===== src/rtl/uihb_pkg.sv =====
`timescale 1ns / 1ps
// Shared types and constants for the UDP/IPv4 header builder.
package uihb_pkg;

  localparam int MAX_PAYLOAD = 1472;
  localparam int CNT_W       = 11;
  localparam int HDR_BYTES   = 42;
  localparam int HDR_W       = HDR_BYTES * 8;
  localparam int BEAT_W      = $clog2(HDR_BYTES);

  localparam logic [15:0] ETH_TYPE_IPV4 = 16'h0800;
  localparam logic [7:0]  IP_VER_IHL    = 8'h45;
  localparam logic [7:0]  IP_TTL        = 8'd64;
  localparam logic [7:0]  IP_PROTO_UDP  = 8'd17;
  localparam logic [15:0] UDP_HDR_LEN   = 16'd8;
  localparam logic [15:0] IP_UDP_HDR_LEN = 16'd28;

  localparam logic [2:0] REG_SOURCE_MAC = 3'd0;

  typedef struct packed {
    logic [7:0]  payload_byte;
    logic        last_byte;
    logic [47:0] dest_mac;
    logic [31:0] source_ip;
    logic [31:0] dest_ip;
    logic [15:0] source_udp_port;
    logic [15:0] dest_udp_port;
  } in_beat_t;

  typedef struct packed {
    logic [7:0] header_byte;
    logic       end_of_header;
    logic       payload_overflow;
  } out_beat_t;

  // Packet totals handed from the byte accumulator to the checksum pipe.
  typedef struct packed {
    logic [31:0]      sum;
    logic [CNT_W-1:0] count;
    logic [7:0]       pending;
    logic [47:0]      dest_mac;
    logic [31:0]      source_ip;
    logic [31:0]      dest_ip;
    logic [15:0]      source_port;
    logic [15:0]      dest_port;
    logic             overflow;
  } fin_t;

  typedef struct packed {
    logic [47:0] dest_mac;
    logic [31:0] source_ip;
    logic [31:0] dest_ip;
    logic [15:0] source_port;
    logic [15:0] dest_port;
    logic [15:0] ip_len;
    logic [15:0] udp_len;
    logic [15:0] ip_ck;
    logic [15:0] udp_ck;
    logic        overflow;
  } hdr_t;

  typedef struct packed {
    logic b_busy;
    logic c_busy;
    logic d_busy;
  } csum_stat_t;

endpackage


===== src/rtl/udp_ipv4_header_builder.sv =====
`timescale 1ns / 1ps
// Top level of the UDP/IPv4/Ethernet header builder with configuration port.
// Takes one UDP payload byte per cycle and, after the byte marked last, sends
// the 42-byte Ethernet/IPv4/UDP header one byte per beat, checksums included.
// After a packet's last byte is taken, its header passes through the totals
// register and the three checksum stages; then the header shift register
// sends one byte per cycle while out_ready is high. Payload bytes of the next
// packet keep flowing while a header is sent; a last byte is held off only
// while an earlier packet is still in the totals register or the checksum
// stages. Payload beyond 1472 bytes is dropped and flagged on every byte of
// that packet's header. source_mac sits at byte address 0.
module udp_ipv4_header_builder import uihb_pkg::*; (
  input  logic        clk,
  input  logic        rst_n,
  input  logic        in_valid,
  output logic        in_ready,
  input  in_beat_t    in_data,
  output logic        out_valid,
  input  logic        out_ready,
  output out_beat_t   out_data,
  input  logic        psel,
  input  logic        penable,
  input  logic        pwrite,
  input  logic [2:0]  paddr,
  input  logic [63:0] pwdata,
  output logic [63:0] prdata,
  output logic        pready
);

  logic [47:0] source_mac_r;
  logic        fin_valid;
  fin_t        fin;
  logic        hdr_valid;
  hdr_t        hdr;
  logic        take;
  csum_stat_t  stat;
  logic        pipe_busy;

  always_ff @(posedge clk) begin
    if (!rst_n) begin
      source_mac_r <= '0;
    end else if (psel && penable && pwrite && (paddr == REG_SOURCE_MAC)) begin
      source_mac_r <= pwdata[47:0];
    end
  end

  assign pready = 1'b1;
  assign prdata = (paddr == REG_SOURCE_MAC) ? {16'b0, source_mac_r} : 64'b0;

  assign pipe_busy = fin_valid | stat.b_busy | stat.c_busy | stat.d_busy;
  assign in_ready  = !in_data.last_byte || !pipe_busy;

  uihb_accum u_accum (
    .clk       (clk),
    .rst_n     (rst_n),
    .in_valid  (in_valid),
    .in_ready  (in_ready),
    .in_data   (in_data),
    .fin_valid (fin_valid),
    .fin       (fin)
  );

  uihb_csum u_csum (
    .clk       (clk),
    .rst_n     (rst_n),
    .fin_valid (fin_valid),
    .fin       (fin),
    .take      (take),
    .hdr_valid (hdr_valid),
    .hdr       (hdr),
    .stat      (stat)
  );

  uihb_emit u_emit (
    .clk        (clk),
    .rst_n      (rst_n),
    .hdr_valid  (hdr_valid),
    .hdr        (hdr),
    .source_mac (source_mac_r),
    .take       (take),
    .out_valid  (out_valid),
    .out_ready  (out_ready),
    .out_data   (out_data)
  );

  // at most one packet's totals in flight ahead of the header register
  a_one_in_flight: assert property (@(posedge clk) disable iff (!rst_n)
    $onehot0({fin_valid, stat.b_busy, stat.c_busy, stat.d_busy}))
    else $error("more than one packet in the checksum pipe");

  a_idle_after_last: assert property (@(posedge clk) disable iff (!rst_n)
    (out_valid && out_ready && out_data.end_of_header && !hdr_valid) |=> !out_valid)
    else $error("header beats continue after the final beat");

  a_idle_loads: assert property (@(posedge clk) disable iff (!rst_n)
    (hdr_valid && !out_valid) |=> (out_valid && !stat.d_busy))
    else $error("finished header not loaded into idle shifter");

endmodule


===== src/rtl/uihb_accum.sv =====
`timescale 1ns / 1ps
// Payload byte counter, word sum and per-packet field capture.
module uihb_accum import uihb_pkg::*; (
  input  logic     clk,
  input  logic     rst_n,
  input  logic     in_valid,
  input  logic     in_ready,
  input  in_beat_t in_data,
  output logic     fin_valid,
  output fin_t     fin
);

  logic [31:0]      acc_r, acc_nxt;
  logic [CNT_W-1:0] count_r, count_nxt;
  logic [7:0]       pending_r, pending_nxt;
  logic             inside_r;
  logic             ovf_r, ovf_nxt;
  logic             fin_valid_r;
  fin_t             fin_r, fin_nxt;

  logic [47:0] dmac_r, dmac_lat;
  logic [31:0] sip_r, sip_lat;
  logic [31:0] dip_r, dip_lat;
  logic [15:0] sport_r, sport_lat;
  logic [15:0] dport_r, dport_lat;
  logic        take;

  always_comb begin
    take      = in_valid & in_ready;
    dmac_lat  = inside_r ? dmac_r  : in_data.dest_mac;
    sip_lat   = inside_r ? sip_r   : in_data.source_ip;
    dip_lat   = inside_r ? dip_r   : in_data.dest_ip;
    sport_lat = inside_r ? sport_r : in_data.source_udp_port;
    dport_lat = inside_r ? dport_r : in_data.dest_udp_port;

    acc_nxt     = acc_r;
    count_nxt   = count_r;
    pending_nxt = pending_r;
    ovf_nxt     = ovf_r;
    if (count_r < CNT_W'(MAX_PAYLOAD)) begin
      if (!count_r[0]) begin
        pending_nxt = in_data.payload_byte;
      end else begin
        acc_nxt = acc_r + {16'b0, pending_r, in_data.payload_byte};
      end
      count_nxt = count_r + 1'b1;
    end else begin
      ovf_nxt = 1'b1;
    end

    fin_nxt.sum         = acc_nxt;
    fin_nxt.count       = count_nxt;
    fin_nxt.pending     = pending_nxt;
    fin_nxt.dest_mac    = dmac_lat;
    fin_nxt.source_ip   = sip_lat;
    fin_nxt.dest_ip     = dip_lat;
    fin_nxt.source_port = sport_lat;
    fin_nxt.dest_port   = dport_lat;
    fin_nxt.overflow    = ovf_nxt;
  end

  always_ff @(posedge clk) begin
    if (!rst_n) begin
      acc_r       <= '0;
      count_r     <= '0;
      pending_r   <= '0;
      inside_r    <= 1'b0;
      ovf_r       <= 1'b0;
      fin_valid_r <= 1'b0;
    end else begin
      fin_valid_r <= take & in_data.last_byte;
      if (take) begin
        if (in_data.last_byte) begin
          acc_r     <= '0;
          count_r   <= '0;
          pending_r <= '0;
          inside_r  <= 1'b0;
          ovf_r     <= 1'b0;
        end else begin
          acc_r     <= acc_nxt;
          count_r   <= count_nxt;
          pending_r <= pending_nxt;
          inside_r  <= 1'b1;
          ovf_r     <= ovf_nxt;
        end
      end
    end
  end

  always_ff @(posedge clk) begin
    if (take) begin
      dmac_r  <= dmac_lat;
      sip_r   <= sip_lat;
      dip_r   <= dip_lat;
      sport_r <= sport_lat;
      dport_r <= dport_lat;
      if (in_data.last_byte) begin
        fin_r <= fin_nxt;
      end
    end
  end

  assign fin_valid = fin_valid_r;
  assign fin       = fin_r;

endmodule


===== src/rtl/uihb_csum.sv =====
`timescale 1ns / 1ps
// Three-stage pipe that forms the IPv4 and UDP checksums and lengths.
module uihb_csum import uihb_pkg::*; (
  input  logic       clk,
  input  logic       rst_n,
  input  logic       fin_valid,
  input  fin_t       fin,
  input  logic       take,
  output logic       hdr_valid,
  output hdr_t       hdr,
  output csum_stat_t stat
);

  function automatic logic [15:0] ones_fold(input logic [31:0] s);
    logic [16:0] t;
    logic [16:0] u;
    t = 17'(s[15:0]) + 17'(s[31:16]);
    u = 17'(t[15:0]) + 17'(t[16]);
    return u[15:0];
  endfunction

  logic        b_v_r, c_v_r, d_v_r;
  hdr_t        b_hdr_r, c_hdr_r, d_hdr_r;
  logic [31:0] b_sum_r;
  logic [17:0] b_addr_r;
  logic [18:0] b_pl_r;
  logic [18:0] c_ip_raw_r;
  logic [31:0] c_udp_raw_r;

  hdr_t        b_hdr_nxt, d_hdr_nxt;
  logic [31:0] b_sum_nxt;
  logic [17:0] b_addr_nxt;
  logic [18:0] b_pl_nxt;
  logic [18:0] c_ip_raw_nxt;
  logic [31:0] c_udp_raw_nxt;
  logic [15:0] udp_ck_raw;

  always_comb begin
    b_hdr_nxt.dest_mac    = fin.dest_mac;
    b_hdr_nxt.source_ip   = fin.source_ip;
    b_hdr_nxt.dest_ip     = fin.dest_ip;
    b_hdr_nxt.source_port = fin.source_port;
    b_hdr_nxt.dest_port   = fin.dest_port;
    b_hdr_nxt.ip_len      = 16'(fin.count) + IP_UDP_HDR_LEN;
    b_hdr_nxt.udp_len     = 16'(fin.count) + UDP_HDR_LEN;
    b_hdr_nxt.ip_ck       = '0;
    b_hdr_nxt.udp_ck      = '0;
    b_hdr_nxt.overflow    = fin.overflow;

    // odd byte count: last byte padded with a zero low byte
    b_sum_nxt  = fin.sum + (fin.count[0] ? {16'b0, fin.pending, 8'b0} : 32'b0);
    b_addr_nxt = 18'(fin.source_ip[31:16]) + 18'(fin.source_ip[15:0])
               + 18'(fin.dest_ip[31:16]) + 18'(fin.dest_ip[15:0]);
    b_pl_nxt   = 19'(fin.source_port) + 19'(fin.dest_port)
               + 19'({b_hdr_nxt.udp_len, 1'b0}) + 19'(IP_PROTO_UDP);

    c_ip_raw_nxt  = 19'({IP_VER_IHL, 8'h00}) + 19'({IP_TTL, IP_PROTO_UDP})
                  + 19'(b_hdr_r.ip_len) + 19'(b_addr_r);
    c_udp_raw_nxt = b_sum_r + 32'(b_addr_r) + 32'(b_pl_r);

    d_hdr_nxt       = c_hdr_r;
    d_hdr_nxt.ip_ck = ~ones_fold(32'(c_ip_raw_r));
    udp_ck_raw      = ~ones_fold(c_udp_raw_r);
    d_hdr_nxt.udp_ck = (udp_ck_raw == 16'h0000) ? 16'hFFFF : udp_ck_raw;
  end

  always_ff @(posedge clk) begin
    if (!rst_n) begin
      b_v_r <= 1'b0;
      c_v_r <= 1'b0;
      d_v_r <= 1'b0;
    end else begin
      b_v_r <= fin_valid;
      c_v_r <= b_v_r;
      d_v_r <= c_v_r | (d_v_r & ~take);
    end
  end

  always_ff @(posedge clk) begin
    if (fin_valid) begin
      b_hdr_r  <= b_hdr_nxt;
      b_sum_r  <= b_sum_nxt;
      b_addr_r <= b_addr_nxt;
      b_pl_r   <= b_pl_nxt;
    end
    if (b_v_r) begin
      c_hdr_r     <= b_hdr_r;
      c_ip_raw_r  <= c_ip_raw_nxt;
      c_udp_raw_r <= c_udp_raw_nxt;
    end
    if (c_v_r) begin
      d_hdr_r <= d_hdr_nxt;
    end
  end

  assign hdr_valid   = d_v_r;
  assign hdr         = d_hdr_r;
  assign stat.b_busy = b_v_r;
  assign stat.c_busy = c_v_r;
  assign stat.d_busy = d_v_r;

endmodule


===== src/rtl/uihb_emit.sv =====
`timescale 1ns / 1ps
// Header shift register that sends the 42 header bytes, one per beat.
module uihb_emit import uihb_pkg::*; (
  input  logic        clk,
  input  logic        rst_n,
  input  logic        hdr_valid,
  input  hdr_t        hdr,
  input  logic [47:0] source_mac,
  output logic        take,
  output logic        out_valid,
  input  logic        out_ready,
  output out_beat_t   out_data
);

  logic [HDR_W-1:0]  shift_r, hdr_vec;
  logic [BEAT_W-1:0] beat_r;
  logic              busy_r;
  logic              ovf_r;
  logic              last_beat;
  logic              load_ok;

  always_comb begin
    last_beat = (beat_r == BEAT_W'(HDR_BYTES - 1));
    load_ok   = !busy_r || (out_ready && last_beat);
    take      = hdr_valid & load_ok;
    hdr_vec   = {hdr.dest_mac, source_mac, ETH_TYPE_IPV4,
                 IP_VER_IHL, 8'h00, hdr.ip_len, 16'h0000, 16'h0000,
                 IP_TTL, IP_PROTO_UDP, hdr.ip_ck,
                 hdr.source_ip, hdr.dest_ip,
                 hdr.source_port, hdr.dest_port, hdr.udp_len, hdr.udp_ck};
  end

  always_ff @(posedge clk) begin
    if (!rst_n) begin
      busy_r <= 1'b0;
      beat_r <= '0;
    end else if (take) begin
      busy_r <= 1'b1;
      beat_r <= '0;
    end else if (busy_r && out_ready) begin
      beat_r <= beat_r + 1'b1;
      if (last_beat) begin
        busy_r <= 1'b0;
      end
    end
  end

  always_ff @(posedge clk) begin
    if (take) begin
      shift_r <= hdr_vec;
      ovf_r   <= hdr.overflow;
    end else if (busy_r && out_ready) begin
      shift_r <= {shift_r[HDR_W-9:0], 8'h00};
    end
  end

  assign out_valid                 = busy_r;
  assign out_data.header_byte      = shift_r[HDR_W-1 -: 8];
  assign out_data.end_of_header    = last_beat;
  assign out_data.payload_overflow = ovf_r;

endmodule

===== config.mk =====
export PLATFORM = sky130hd
export DESIGN_NAME = udp_ipv4_header_builder
export DESIGN_NICKNAME = d
export VERILOG_FILES = /design/src/rtl/uihb_pkg.sv /design/src/rtl/udp_ipv4_header_builder.sv /design/src/rtl/uihb_accum.sv /design/src/rtl/uihb_csum.sv /design/src/rtl/uihb_emit.sv
export SDC_FILE = /design/constraint.sdc
export NUM_CORES = 2
export LEC_CHECK = 0
export BUFFER_PORTS_ARGS = -buffer_cell sky130_fd_sc_hd__buf_4
export CORE_MARGIN = 5
export CORE_UTILIZATION = 45
export CTS_CLUSTER_DIAMETER = 80
export DETAILED_ROUTE_END_ITERATION = 16
export HOLD_SLACK_MARGIN = 0.08
export PLACE_DENSITY = 0.6
export RECOVER_POWER = 100
export REMOVE_ABC_BUFFERS = 1
export SLEW_MARGIN = 20
export SYNTH_ARGS = -nofsm -noshare
export SYNTH_HDL_FRONTEND = slang
export SYNTH_SLANG_ARGS = --single-unit

===== constraint.sdc =====
create_clock -name clk -period 47.4 [get_ports clk]
set_input_delay 2.37 -clock clk [delete_from_list [all_inputs] [get_ports clk]]
set_output_delay 2.37 -clock clk [all_outputs]
set_load 0.1 [all_outputs]

==> results by stage <==
Floorplanning:
- The area of the core is 0.132 mm2.
- Measured along the x axis, the die boundary spans 374 um.
- The initial cell density of the core is 0.453.
- The height of the chip is 374 um.
- The floorplan die area is 0.140 mm2.
- The number of rows in the core area is 133.
- The number of placed I/O pins is 304.

Global routing:
- The first global-routing pass estimated 192000 um of wire.
- The pin count of the biggest net entering global routing is 179.
- The overall overflow remaining after global route is 0.
- The via count of the first global-routing pass was 33400.
- The global-route usage over all layers is 0.175.
- The initial antenna violation count is 3.

Route:
- Summing over every cut layer, the via total after detailed routing is 33800.
- The average via count per standard cell is 5.14.
- The final routed wirelength across all metal layers is 124000 um.
- The count of antenna-violating nets left after detailed routing is 0.
- The iteration count of the initial detailed-routing pass is 5.
- The routed length per placed instance is 18.9 um.
- The initial detailed-routing violation count is 2325.
- In the routed design, unresolved DRC markers number 0.

CTS:
- The TritonCTS clock tree is built.
- After clock tree synthesis, the clock-pin slew on the worst setup and hold paths is 0.06 ns.
- The depth of the CTS H-tree is 4.
- The clock buffer count from CTS is 154.
- Once the clock tree was built, the setup fixing pass inserted 0 buffers.
- Once the clock tree was built, the resizer swapped 0 gates to a different size.
- The clock drives 1441 sinks.
- The number of buffers added to fix hold violations after cts is 0.
- The clock latency on the worst-skew pair is 0.79 ns.
- In this run the deepest clock path goes through 3 buffers.
- The root cell of the clock tree is clkbuf_16.

Timing:
- The share of the clock period used by the worst path is 0.311.
- The final hold slack is 0.398 ns.
- The number of hold-slack violations in the final timing report was 0.
- Setup repair after global routing left no endpoint under its margin.
- Measured against its own limit, the worst slew margin works out to -4.79.
- For the final routed database, the setup TNS stands at 0 ns.
- For the finished layout, the period the worst path requires is 14.74 ns.
- The count of final max-slew check failures is 2308.
- Clock skew on the completed layout was measured at 0.0571 ns.
- The minimum setup slack in the final design is 32.66 ns.
- Timing would allow up to 67.8 MHz.
- Setup violations remaining at the end of the flow were counted as 0.
- The slew at the pin closest to its max-slew limit is 8.69 ns.

Critical path:
- The buffers plus inverters on the worst setup path is 3.
- The total stage count of the critical path is 8.
- The category of the critical setup timing path is in -> reg.
- The type of element launching the critical path is an input port.
- The type of destination of the critical path is a flip-flop.
- The endpoint arrival time on the critical path is 15.35 ns.
- The master of the slowest instance on the critical path is clkbuf_1.
- The depth of the worst register-to-register path is 10.
- For the worst setup path, the data required time is 48.01 ns.
- The library cell appearing most often on the critical path is nand2_1.
- The delay contributed by the slowest stage of the critical path is 5.77 ns.
- The critical path goes through clkbuf_1 -> nand2_1 -> nand2_1 -> nand2_1 -> clkinvlp_2 -> clkbuf_1 -> nand2_1 -> nand2_1.
- The largest fanout of any net on the critical path is 178.
- The critical path's top delay family is buffers and inverters.

Yosys:
- The number of distinct standard cells referenced by the synthesized netlist is 75.
- The number of enable-type register cells in the synthesized netlist is 1249.
- The per-instance average area after synthesis is 13.5 um2.
- The primary flip-flop cell chosen by synthesis mapping is edfxtp_1.
- The count of state elements after synthesis is 1441.
- The synthesis warning total is 0.
- Yosys attributes the largest share of cell area to edfxtp_1, dfxtp_1, nand2_1.
- In the synthesized netlist the async set-or-reset flop fraction comes to 0.
- The synthesized instance count is 4417.
- The combined area of all synthesized cells is 0.0596 mm2.
- Of the post-synthesis cell area, the dominant cell type holds 0.629.
- The largest total area in the synthesized netlist belongs to edfxtp_1.
- For this run, the register share of the synthesized area comes to 0.694.

Power and ir drop:
- The cell-internal power is 2250 uW.
- The power spent charging and discharging nets is 685 uW.
- The sequential share of power is 0.499.
- IR analysis of the VDD net gives a maximum drop of 0.0276 mV.
- The clock group share of total power is 0.412.
- The switching fraction of total power is 0.233.
- Dividing total power by cell area gives a power density of 43.1 mW/mm2.
- For this design the static power due to leakage is 0.0250 uW.
- The share of total power dissipated in combinational logic is 0.089.

Outcome:
- The checks that failed: capacitance limit, slew limit.
- The run finished, with violations left.

Placement:
- The worst-case setup slack after placement is 41.34 ns.
- The number of buffers added on ports is 270.
- The congestion estimate from routability-driven global placement came to 0.858.
- The HPWL after detailed placement is 79100 um.

Cells and area:
- The number of nets in the layout is 5118.
- The post-layout utilization of the core is 0.518.
- From synthesis to final layout, the design area changed by 14.3%.
- The fraction of layout instances using a drive strength above 1 is 0.111.

Min path:
- The path class of the tightest hold or removal check is reg -> reg.
- The cell count of the worst hold path is 0.

Job:
- The tool flagged a number of max-cap violations equal to 33.
## per-layer routing
| layer | GRT usage | wire, um | part of all wire |
|---|---|---|---|
| met5 | 0 | 0 | 0 |
| met4 | 0.0524 | 2970 | 0.024 |
| met3 | 0.0349 | 5860 | 0.047 |
| met2 | 0.279 | 58100 | 0.47 |
| met1 | 0.243 | 57100 | 0.46 |
## stage by stage
step | std cells | total power, uW | area, um2
after CTS | 6571 | 2970 | 68600
after global routing | 6571 | 3060 | 68100
after floorplan | 4231 | 1670 | 58800
final | 6573 | 2940 | 68100
after detailed placement | 6287 | 1750 | 63400
after global placement | 6287 | 1750 | 63400
## Yosys cell counts (all sizes together) (32+ instances only)
cell type and count:
a21boi 58, a21o 43, a21oi 159, and2 72, and3 51, buf 42, clkbuf 159, dfxtp 192
edfxtp 1249, fa 44, ha 159, inv 125, mux2 153, nand2 873, nand3 292, nor2 90
nor2b 53, nor3 32, o21ai 86, xnor2 138, xor2 88
## kinds of logic after synthesis
logic type / synth area share
AND/OR/NAND/NOR: 0.118
flip-flops: 0.694
AO/OA/AOI/OAI: 0.0549
buffers and inverters: 0.0225
XOR/XNOR: 0.0335
adder cells (fa/ha/maj): 0.0481
multiplexers: 0.0292
other: 0.000126
## registers in the layout, summed over array words and instances, names as in the netlist, 48 cells and up
signal	flops
u_emit.shift_r	336
u_accum.fin	196
u_csum.b_hdr_r	167
u_csum.hdr	199
u_csum.c_hdr_r	167
u_accum.dmac_r	48
source_mac_r	48
## power by group through the flow
stage	logic, uW	clock network, uW	registers [uW]
finish	262	1210	1470
CTS	267	1240	1460
global route	292	1300	1470
global placement	260	0	1490
floorplan	185	0	1490
detailed placement	265	0	1490
## placed cells by master, fill, tap and decap left out, drive strengths merged, types with 17 or more instances in the layout
master	count
o21bai	17
a31oi	17
a21oi	159
and3	51
buf	139
nand2	873
edfxtp	1249
xnor2	138
o21a	18
nor3	32
inv	130
o31ai	20
a22oi	28
clkinv	62
a21o	43
dfxtp	192
and2	72
ha	159
fa	44
mux2	153
nor2	90
conb	17
nand2b	24
nor2b	53
a21boi	58
clkbuf	356
xor2	88
o21ai	86
nand3	292
## final timing paths
kind | start | to | slack [ns]
setup reg to reg | u_emit.beat_r[0] | u_emit.shift_r[281] | 33.59
hold / removal | u_csum.b_hdr_r[201] | u_csum.c_hdr_r[201] | 0.40
setup / recovery | out_ready | u_emit.shift_r[281] | 32.66
hold reg to reg | u_csum.b_hdr_r[201] | u_csum.c_hdr_r[201] | 0.40
## layout make-up
| class | instances | area [um2] |
|---|---|---|
| clock buffers | 194 | 4120 |
| flip-flops and latches | 1441 | 41300 |
| repair buffers | 301 | 1920 |
| fillers | 11200 | 63500 |
| diodes | 2 | 5.00 |
| well taps | 1755 | 2200 |
| clock inverters | 90 | 1100 |
| inverters | 125 | 472 |
| multi-input cells | 2665 | 17000 |
Note: power is estimated with default switching activity, not from simulation.
